File: config.mk
export PLATFORM = sky130hd
export DESIGN_NAME = sorted_ready_queue_unit
export DESIGN_NICKNAME = d
export VERILOG_FILES = /design/src/rtl/srq_pkg.sv /design/src/rtl/srq_ctrl.sv /design/src/rtl/srq_datapath.sv /design/src/rtl/sorted_ready_queue_unit.sv
export SDC_FILE = /design/constraint.sdc
export NUM_CORES = 1
export LEC_CHECK = 0
export BUFFER_PORTS_ARGS = -buffer_cell sky130_fd_sc_hd__buf_2
export CORE_MARGIN = 5
export CORE_UTILIZATION = 50
export CTS_BUF_LIST = sky130_fd_sc_hd__clkbuf_16
export DETAILED_ROUTE_END_ITERATION = 16
export PLACE_DENSITY_LB_ADDON = 0.3
export REMOVE_ABC_BUFFERS = 1
export SLEW_MARGIN = 20
export SYNTH_ARGS = -nofsm -noshare
export SYNTH_HDL_FRONTEND = slang
export SYNTH_SLANG_ARGS = --single-unit
File: constraint.sdc
create_clock -name clk -period 4.5 [get_ports clk]
set_input_delay 0.675 -clock clk [delete_from_list [all_inputs] [get_ports clk]]
set_output_delay 0.675 -clock clk [all_outputs]
set_load 0.005 [all_outputs]
File: src/rtl/srq_pkg.sv
package srq_pkg;

    localparam logic [1:0] ACT_INSERT = 2'd0;
    localparam logic [1:0] ACT_REMOVE = 2'd1;
    localparam logic [1:0] ACT_READ   = 2'd2;

    localparam logic [1:0] ST_OK        = 2'd0;
    localparam logic [1:0] ST_FULL      = 2'd1;
    localparam logic [1:0] ST_NOT_FOUND = 2'd2;
    localparam logic [1:0] ST_RANGE     = 2'd3;

    typedef struct packed {
        logic [1:0]  action;
        logic [7:0]  item_priority;
        logic [15:0] item_pid;
        logic [3:0]  position;
    } request_t;

    typedef struct packed {
        logic [1:0]  status;
        logic [15:0] read_pid;
        logic [7:0]  read_priority;
        logic [4:0]  entry_count;
    } result_t;

    typedef enum logic [2:0] {
        S_IDLE,
        S_DECODE,
        S_INS_RD,
        S_INS_CMP,
        S_REM_RD,
        S_REM_CMP,
        S_RD_WAIT
    } ctrl_state_t;

    typedef enum logic [1:0] {
        ADDR_PREV,
        ADDR_IDX,
        ADDR_POS
    } addr_sel_t;

    typedef struct packed {
        logic       load;
        logic       rd_en;
        addr_sel_t  rd_sel;
        logic       wr_new;
        logic       wr_shift_up;
        logic       wr_shift_down;
        logic       idx_inc;
        logic       idx_dec;
        logic       found_set;
        logic       cnt_inc;
        logic       cnt_dec;
        logic       fin;
        logic       fin_read;
        logic [1:0] fin_status;
    } ctrl_cmd_t;

    typedef struct packed {
        logic [1:0] action;
        logic       full;
        logic       pos_oob;
        logic       idx_zero;
        logic       idx_at_count;
        logic       less;
        logic       pid_match;
        logic       found;
    } dp_status_t;

endpackage

File: src/rtl/srq_ctrl.sv
module srq_ctrl
    import srq_pkg::*;
(
    input  logic       clk,
    input  logic       rst_n,
    input  logic       start,
    input  dp_status_t dp_status,
    output ctrl_cmd_t  cmd,
    output logic       busy
);

    ctrl_state_t state_reg;
    ctrl_state_t state_next;

    always_ff @(posedge clk or negedge rst_n)
    begin
        if (!rst_n)
        begin
            state_reg <= S_IDLE;
        end
        else
        begin
            state_reg <= state_next;
        end
    end

    always_comb
    begin
        state_next = state_reg;
        case (state_reg)
            S_IDLE:
            begin
                if (start)
                begin
                    state_next = S_DECODE;
                end
            end
            S_DECODE:
            begin
                case (dp_status.action)
                    ACT_INSERT: state_next = dp_status.full ? S_IDLE : S_INS_RD;
                    ACT_REMOVE: state_next = S_REM_RD;
                    ACT_READ:   state_next = dp_status.pos_oob ? S_IDLE : S_RD_WAIT;
                    default:    state_next = S_IDLE;
                endcase
            end
            S_INS_RD:  state_next = dp_status.idx_zero ? S_IDLE : S_INS_CMP;
            S_INS_CMP: state_next = dp_status.less ? S_INS_RD : S_IDLE;
            S_REM_RD:  state_next = dp_status.idx_at_count ? S_IDLE : S_REM_CMP;
            S_REM_CMP: state_next = S_REM_RD;
            S_RD_WAIT: state_next = S_IDLE;
            default:   state_next = S_IDLE;
        endcase
    end

    always_comb
    begin
        cmd = '0;
        cmd.rd_sel = ADDR_IDX;
        cmd.fin_status = ST_OK;
        case (state_reg)
            S_IDLE:
            begin
                cmd.load = start;
            end
            S_DECODE:
            begin
                case (dp_status.action)
                    ACT_INSERT:
                    begin
                        if (dp_status.full)
                        begin
                            cmd.fin = 1'b1;
                            cmd.fin_status = ST_FULL;
                        end
                    end
                    ACT_REMOVE:
                    begin
                        cmd.fin = 1'b0;
                    end
                    ACT_READ:
                    begin
                        if (dp_status.pos_oob)
                        begin
                            cmd.fin = 1'b1;
                            cmd.fin_status = ST_RANGE;
                        end
                        else
                        begin
                            cmd.rd_en = 1'b1;
                            cmd.rd_sel = ADDR_POS;
                        end
                    end
                    default:
                    begin
                        cmd.fin = 1'b1;
                    end
                endcase
            end
            S_INS_RD:
            begin
                if (dp_status.idx_zero)
                begin
                    cmd.wr_new = 1'b1;
                    cmd.cnt_inc = 1'b1;
                    cmd.fin = 1'b1;
                end
                else
                begin
                    cmd.rd_en = 1'b1;
                    cmd.rd_sel = ADDR_PREV;
                end
            end
            S_INS_CMP:
            begin
                if (dp_status.less)
                begin
                    cmd.wr_shift_up = 1'b1;
                    cmd.idx_dec = 1'b1;
                end
                else
                begin
                    cmd.wr_new = 1'b1;
                    cmd.cnt_inc = 1'b1;
                    cmd.fin = 1'b1;
                end
            end
            S_REM_RD:
            begin
                if (dp_status.idx_at_count)
                begin
                    cmd.fin = 1'b1;
                    if (dp_status.found)
                    begin
                        cmd.cnt_dec = 1'b1;
                    end
                    else
                    begin
                        cmd.fin_status = ST_NOT_FOUND;
                    end
                end
                else
                begin
                    cmd.rd_en = 1'b1;
                    cmd.rd_sel = ADDR_IDX;
                end
            end
            S_REM_CMP:
            begin
                cmd.idx_inc = 1'b1;
                if (dp_status.found)
                begin
                    cmd.wr_shift_down = 1'b1;
                end
                else if (dp_status.pid_match)
                begin
                    cmd.found_set = 1'b1;
                end
            end
            S_RD_WAIT:
            begin
                cmd.fin = 1'b1;
                cmd.fin_read = 1'b1;
            end
            default:
            begin
                cmd.fin = 1'b0;
            end
        endcase
    end

    assign busy = (state_reg != S_IDLE);

endmodule

File: src/rtl/srq_datapath.sv
module srq_datapath
    import srq_pkg::*;
#(
    parameter int CAPACITY = 16
)
(
    input  logic       clk,
    input  logic       rst_n,
    input  request_t   request,
    input  ctrl_cmd_t  cmd,
    output dp_status_t dp_status,
    output logic       done,
    output result_t    result
);

    localparam int AW = (CAPACITY > 1) ? $clog2(CAPACITY) : 1;
    localparam int CW = $clog2(CAPACITY + 1);
    localparam int PW = CW + 4;
    localparam int XW = CW + 5;

    logic [7:0]    mem_prio [CAPACITY];
    logic [15:0]   mem_pid  [CAPACITY];

    request_t      req_reg;
    logic [CW-1:0] count_reg;
    logic [CW-1:0] count_next;
    logic [CW-1:0] idx_reg;
    logic [CW-1:0] idx_prev;
    logic          found_reg;
    logic [7:0]    rd_prio_reg;
    logic [15:0]   rd_pid_reg;
    logic          done_reg;
    result_t       result_reg;

    logic [AW-1:0] rd_addr;
    logic [AW-1:0] wr_addr;
    logic [7:0]    wr_prio;
    logic [15:0]   wr_pid;
    logic          wr_en;
    logic [PW-1:0] pos_ext;
    logic [XW-1:0] count_ext;

    assign idx_prev = idx_reg - CW'(1);
    assign pos_ext  = PW'(req_reg.position);

    always_comb
    begin
        case (cmd.rd_sel)
            ADDR_PREV: rd_addr = idx_prev[AW-1:0];
            ADDR_IDX:  rd_addr = idx_reg[AW-1:0];
            ADDR_POS:  rd_addr = pos_ext[AW-1:0];
            default:   rd_addr = idx_reg[AW-1:0];
        endcase
    end

    always_comb
    begin
        wr_en   = cmd.wr_new | cmd.wr_shift_up | cmd.wr_shift_down;
        wr_addr = cmd.wr_shift_down ? idx_prev[AW-1:0] : idx_reg[AW-1:0];
        wr_prio = cmd.wr_new ? req_reg.item_priority : rd_prio_reg;
        wr_pid  = cmd.wr_new ? req_reg.item_pid : rd_pid_reg;
    end

    always_ff @(posedge clk)
    begin
        if (wr_en)
        begin
            mem_prio[wr_addr] <= wr_prio;
            mem_pid[wr_addr]  <= wr_pid;
        end
        if (cmd.rd_en)
        begin
            rd_prio_reg <= mem_prio[rd_addr];
            rd_pid_reg  <= mem_pid[rd_addr];
        end
    end

    always_comb
    begin
        count_next = count_reg;
        if (cmd.cnt_inc)
        begin
            count_next = count_reg + CW'(1);
        end
        else if (cmd.cnt_dec)
        begin
            count_next = count_reg - CW'(1);
        end
    end

    assign count_ext = XW'(count_next);

    always_ff @(posedge clk or negedge rst_n)
    begin
        if (!rst_n)
        begin
            count_reg <= '0;
            idx_reg   <= '0;
            found_reg <= 1'b0;
            done_reg  <= 1'b0;
        end
        else
        begin
            count_reg <= count_next;
            done_reg  <= cmd.fin;
            if (cmd.load)
            begin
                idx_reg   <= (request.action == ACT_INSERT) ? count_reg : '0;
                found_reg <= 1'b0;
            end
            else
            begin
                if (cmd.idx_inc)
                begin
                    idx_reg <= idx_reg + CW'(1);
                end
                else if (cmd.idx_dec)
                begin
                    idx_reg <= idx_prev;
                end
                if (cmd.found_set)
                begin
                    found_reg <= 1'b1;
                end
            end
        end
    end

    always_ff @(posedge clk)
    begin
        if (cmd.load)
        begin
            req_reg <= request;
        end
        if (cmd.fin)
        begin
            result_reg.status        <= cmd.fin_status;
            result_reg.read_pid      <= cmd.fin_read ? rd_pid_reg : '0;
            result_reg.read_priority <= cmd.fin_read ? rd_prio_reg : '0;
            result_reg.entry_count   <= count_ext[4:0];
        end
    end

    always_comb
    begin
        dp_status.action       = req_reg.action;
        dp_status.full         = (count_reg == CW'(CAPACITY));
        dp_status.pos_oob      = (pos_ext >= PW'(count_reg));
        dp_status.idx_zero     = (idx_reg == '0);
        dp_status.idx_at_count = (idx_reg == count_reg);
        dp_status.less         = (rd_prio_reg < req_reg.item_priority) ||
                                 ((rd_prio_reg == req_reg.item_priority) &&
                                  (rd_pid_reg < req_reg.item_pid));
        dp_status.pid_match    = (rd_pid_reg == req_reg.item_pid);
        dp_status.found        = found_reg;
    end

    assign done   = done_reg;
    assign result = result_reg;

endmodule

File: src/rtl/sorted_ready_queue_unit.sv
// One request at a time; insert and remove walk the slot memory, reading one slot and
// possibly writing one per step, while a full insert or out-of-range read finishes in decode.
// A new request may start in the done cycle.
// Reset clears the count and control; slot contents are left as they are.
// The receiver cannot stall: done is high for exactly one cycle per request.
module sorted_ready_queue_unit
    import srq_pkg::*;
#(
    parameter int CAPACITY = 16
)
(
    input  logic     clk,
    input  logic     rst_n,
    input  logic     start,
    input  request_t request,
    output logic     busy,
    output logic     done,
    output result_t  result
);

    ctrl_cmd_t  cmd;
    dp_status_t dp_status;

    srq_ctrl u_ctrl (
        .clk       (clk),
        .rst_n     (rst_n),
        .start     (start),
        .dp_status (dp_status),
        .cmd       (cmd),
        .busy      (busy)
    );

    srq_datapath #(
        .CAPACITY (CAPACITY)
    ) u_datapath (
        .clk       (clk),
        .rst_n     (rst_n),
        .request   (request),
        .cmd       (cmd),
        .dp_status (dp_status),
        .done      (done),
        .result    (result)
    );

    a_done_idle: assert property (@(posedge clk) disable iff (!rst_n)
        done |-> !busy)
        else $error("done while busy");

    a_accept_busy: assert property (@(posedge clk) disable iff (!rst_n)
        (start && !busy) |=> busy)
        else $error("accepted request did not raise busy");

    a_single_done: assert property (@(posedge clk) disable iff (!rst_n)
        done |=> !done)
        else $error("done held for more than one cycle");

    a_full_count: assert property (@(posedge clk) disable iff (!rst_n)
        (done && (result.status == ST_FULL)) |-> (result.entry_count == 5'(CAPACITY)))
        else $error("full reported with wrong count");

    a_fin_one_change: assert property (@(posedge clk) disable iff (!rst_n)
        !(cmd.cnt_inc && cmd.cnt_dec))
        else $error("count incremented and decremented together");

endmodule

* Word-level counts from Yosys, hierarchy flattened
Memories as Yosys holds them, arrays and structs flattened. A register that Yosys moved wholly into a read port is not among the register bits. Index checks and enable logic that the tools add are counted.
Storage, ports and cells: register bits after elaboration 76, bits in latches 0, bits in writable memories 384, bits in read-only memories 0, input bits 33, output and inout port bits 33, logic and storage cells 99, memories kept 2
Cells by class: add/subtract/negate cells 4, $mul 0, divide/modulo/power cells 0, magnitude comparators 3, eq/ne operators 14, shifts and indexed selects 0, mux-type cells 51, bitwise operators 2, reductions and logical operators 10
Memories:
- u_datapath.mem_pid | depth 16, bits a word 16, read ports 1, clocked after memory_dff 1, write ports 1, line srq_datapath.sv:22 | logic [15:0] mem_pid [CAPACITY];
- u_datapath.mem_prio | depth 16, bits a word 8, read ports 1, clocked after memory_dff 1, write ports 1, line srq_datapath.sv:21 | logic [7:0] mem_prio [CAPACITY];
Operator list (number):
- $mux 5 | 6
- $mux 3 | 7
- $mux 1 | 18
- $pmux 3 s3 | 2
- $pmux 3 s6 | 1
- $eq 16x16->1 | 1
- $lt 16x16->1 | 1
- $mux 16 | 1
- $mux 2 | 8
- $add 5x1->5 const B | 2
- $sub 5x1->5 const B | 2
- $eq 3x3->1 const B | 3
- $eq 8x8->1 | 1
- $lt 8x8->1 | 1
- $mux 8 | 1
- $pmux 2 s2 | 2
- $pmux 4 s2 | 1
- $eq 3x2->1 const B | 2
- $logic_not 2->1 | 3
- $reduce_bool 3->1 | 2
- $eq 5x5->1 | 1
- $eq 5x5->1 const B | 1
- $ge 4x5->1 | 1
- $logic_not 5->1 | 1
- 13 further kinds | 15

* Logic depth before layout (Yosys ltp)
depth after elaboration 9, mapped depth 14, gate-level depth less buffers 10

* Modules after synthesis
Synthesis repeated with hierarchy kept, for this count alone.
Unflattened totals: cells, all modules 1264, area, all modules 20619.8 um^2
Modules (own cells, without submodules):
- srq_datapath | instances 1, cells each 1211, area an instance 20231.9 um^2, seq. area each 14383.8 um^2
- srq_ctrl | instances 1, cells each 53, area an instance 387.9 um^2, seq. area each 75.1 um^2

* Least setup slack after synthesis
Ideal clock, no wire load.
kind register -> register, start register u_datapath.rd_prio_reg[7], read port of u_datapath.mem_prio, end register u_datapath.result_reg (netlist bit u_datapath.result[0]), enable pin, setup time 0.412 ns, arrival time 2.801 ns, required time 4.088 ns, setup slack 1.287 ns, stages on the path, launching flop included 8, buffers on the path 1, period minus slack after synthesis 3.213 ns, cells stage by stage edfxtp_1 > ha_1 > nand3_1 > a2111o_1 > a2111o_1 > a32o_1 > buf_1 > or3_1
RTL lines:
- start, declared | line srq_datapath.sv:30 | logic [7:0] rd_prio_reg;
- end, declared | line srq_datapath.sv:33 | result_t result_reg;

* Worst setup path after layout
start register u_datapath.idx_reg[0], end register u_datapath.rd_pid_reg[5], read port of u_datapath.mem_pid (data pin)
Between the ends: word-level cells in the longest chain between the ends 5, elaborated cells between the ends (all ways) 9, classes of those cells add/sub: 1; eq/ne: 2; mux: 4; reduce/logical: 2
RTL lines:
- start, declared | line srq_datapath.sv:27 | logic [CW-1:0] idx_reg;
- start signal, assigned | line srq_datapath.sv:108 | idx_reg <= (request.action == ACT_INSERT) ? count_reg : '0;
- start signal, assigned | line srq_datapath.sv:115 | idx_reg <= idx_reg + CW'(1);
- start signal, assigned | line srq_datapath.sv:119 | idx_reg <= idx_prev;
- $logic_not 5->1 | line srq_datapath.sv:149 | dp_status.idx_zero = (idx_reg == '0);
- $mux 3 | line srq_ctrl.sv:102 | if (dp_status.idx_zero)
- $pmux 3 s3 | line srq_ctrl.sv:61 | case (state_reg)
- $eq 2x2->1 or $logic_not 2->1 (tied branches) | line srq_datapath.sv:48 | case (cmd.rd_sel)
- $pmux 4 s2 | line srq_datapath.sv:48
- end, declared | line srq_datapath.sv:31 | logic [15:0] rd_pid_reg;
Parallel ways exist; a longest one is shown, timed or not. A chain may end at the register's enable or synchronous reset.

==> results.tsv <==
metric	value	unit
share of layout cells above drive strength 1	17.0	%
adder-cell area share of the yosys netlist	2.04	%
# rows	73	
final hold viol count	0	
most common flop cell mapped by yosys	edfxtp_1	
RSZ-0062 raised after global routing	false	
Sequential Power Share	38.7	%
sequential element share of the synthesized area	71.5	%
max reg flops	256	
clock buffer depth	3	
wire length per cell	24.0	um
Simple-Gate Fraction of Synth Area	10.3	%
Mean Syn Cell Area	14.1	sq um
share of flip-flops with an asynchronous set or reset	3.10	%
total power	17000	uW
Pre-antenna DRT Iters	5	
synth top area cells	edfxtp_1 (70%), nand2_1 (4.1%), mux2i_1 (2.2%)	
Yosys top cell by area	edfxtp_1	
Root Buffer Master	clkbuf_16	
fin. max-slew vios	0	
commonest non-fill, non-tap cell in the layout	edfxtp_1	
register-to-register setup slack	0.65	ns
first-pass GRT wire length	74700	um
worst-path cell chain	inv_1 > ha_1 > nor4b_2 > nor3_1 > nor2_1 > a211oi_4 > buf_12 > nand2_1 > a21oi_1 > o22ai_1 > a221oi_1	
Max Cap Viol	0	
n_diodes	0	
die area	44500	sq um
Compound-Gate Fraction of Synth Area	8.07	%
GR Overflow Total	0	
kind of critical path	flip-flop to flip-flop	
cell area after layout	23000	sq um
Yosys cell types	60	
Sw Share	36.2	%
Req. time, crit path	4.88	ns
NetSw	6170	uW
area grow syn2layout	13.9	%
xor and xnor area share after synthesis	0.433	%
status	finished, final reports clean	
initial core utilization	50.8	%
number of antenna violations at the first check in global routing	0	
DRT antenna net count	0	
Die H	211	um
Placed Cells	1988	
largest net degree at the start of global routing	103	
Die Wd	211	um
Num CTS Buffers	49	
Comb pwr share	36.7	%
Via density	5.97	
Clock power frac	24.6	%
Achievable Freq	260	MHz
mux cell area share after synthesis	4.79	%
H-tree depth	2	
reg2reg path depth	11	
Final nets	1580	
Critical-path top delay cell	a211oi_4	
critical path arrival	4.23	ns
RR Endpoint	u_datapath.rd_pid_reg[5]	
post-place setup slack	0.741	ns
worst stage delay on the critical path	0.69	ns
Post-CTS Resized	0	
Worst Tran Pin Value	1.06	ns
CTS tree	built	
I/O pin count	66	
Worst-path clk slew	0.06	ns
Worst setup SP type	flip-flop	
Max VDD drop	0.642	mV
hold_buf cts	0	
internal power	10900	uW
WHS	0.0278	ns
number of synthesized flops with an enable pin	469	
Clock Sinks	484	
main combinational cell family by area after synthesis	simple AND/OR/NAND/NOR gates	
Slew headroom	29.3	%
worst reg2reg startpoint	u_datapath.idx_reg[0]	
Total GRT Usage	22.2	%
Pleak	0.00807	uW
Core Region	39800	sq um
Worst setup EP type	flip-flop	
initial DRC count	1312	
number of fill cells	3128	
vias	12400	
fin cells	2076	
area fraction of the dominant cell type after synthesis	69.7	%
Post-Syn Instances	1437	
clock skew	0.0261	ns
number of synthesized register bits	484	
Final period util	85.5	%
Power per Cell Area	740	nW/um^2
synthesis warning total	0	
Critical Path Fanout Max	74	
final setup violation count	0	
Setup crit start	u_datapath.idx_reg[0]	
min Tclk post-route	3.85	ns
critical path endpoint	u_datapath.rd_pid_reg[5]	
Port-buffer cells	65	
number of global-route vias before repair	12000	
worst min path class	primary input to async pin	
clock latency on the worst-skew pair	0.59	ns
Final WS setup	0.652	ns
detailed placement HPWL	29300	um
most frequent cells in the layout	edfxtp_1 (469), nand2_1 (220), nor2_1 (87)	
Post-Syn Area	20200	sq um
GP Congestion	0.847	
drt total wl	49800	um
Placed Area	21300	sq um
Post-CTS Setup Inserts	0	
DRC Markers	0	
[cells in the mapped netlist, types with 3 or more instances]
cell type,instances
a31o_2,15
mux4_2,12
mux2_2,22
mux2i_1,45
buf_2,23
o21a_1,3
clkbuf_1,36
o22ai_1,23
a21oi_1,37
buf_1,4
nor2b_1,5
inv_1,42
a31o_1,6
and3_1,3
ha_1,33
nand2b_1,3
nand3_1,71
a211oi_1,3
dfrtp_1,15
xnor2_1,8
edfxtp_1,469
a21o_1,9
nand4_1,8
nand2_1,220
nor3_1,15
a32o_1,22
nor4_1,3
a221oi_1,21
a22oi_1,8
a2111o_1,3
buf_4,15
a211o_1,3
a31oi_1,7
nor2_1,105
buf_6,4
and2_1,26
o21ai_0,61
[power groups by stage]
stage / sequential, uW / combinational (uW) / clock, uW
after global routing: 6630 / 6820 / 4460
after CTS: 6590 / 6230 / 4250
final: 6590 / 6250 / 4190
after detailed placement: 6680 / 6200 / 0
after global placement: 6670 / 6040 / 0
after floorplan: 6540 / 4070 / 0
[kinds of logic after synthesis]
logic type,count (synthesis)
compound gates,236
xor+xnor,10
buf+inv,124
fa+ha+maj,33
simple gates,471
flops,484
mux,79
[layer usage]
metal	GRT usage [%]	share of wire, %
met3	4.10	8.9
met1	31.6	41
met4	7.20	3.1
met2	35.1	47
met5	0	0
[worst min-delay path by stage]
stage                                          to  cells after the start  slack [ns]
after global routing      u_datapath.count_reg[0]                      1        0.04
after global placement       u_datapath.found_reg                      2        0.57
after CTS                   u_datapath.idx_reg[0]                      1        0.02
final                     u_datapath.count_reg[2]                      1        0.03
after detailed placement     u_datapath.found_reg                      2        0.59
after floorplan               u_ctrl.state_reg[0]                      0        0.38
[worst max-delay path, delay by kind of cell (launching register included)]
family / cells / cell delay (ns)
flip-flops: 1 / 0.60
adder cells (fa/ha/maj): 1 / 0.25
buffers and inverters: 2 / 0.64
AND/OR/NAND/NOR: 4 / 0.78
AO/OA/AOI/OAI: 4 / 1.30
[stage by stage]
stage | util [%] | TNS (ns)
finish | 57.8 | 0
CTS | 57.8 | 0
global route | 57.8 | 0
detailed placement | 53.6 | 0
floorplan | - | -40.09
global placement | 53.6 | 0
[layout make-up]
class                      instances  area [sq um]  area share, %
sequential                       484         14500           62.8
multi-input combinational        829          5330           23.2
clock inverter                    37           400           1.74
clock buffer                      51          1280           5.55
inverter                          42           158          0.685
tap                              525           657           2.85
timing repair buffer             108           736           3.20
(Power assumes the default switching activity.)
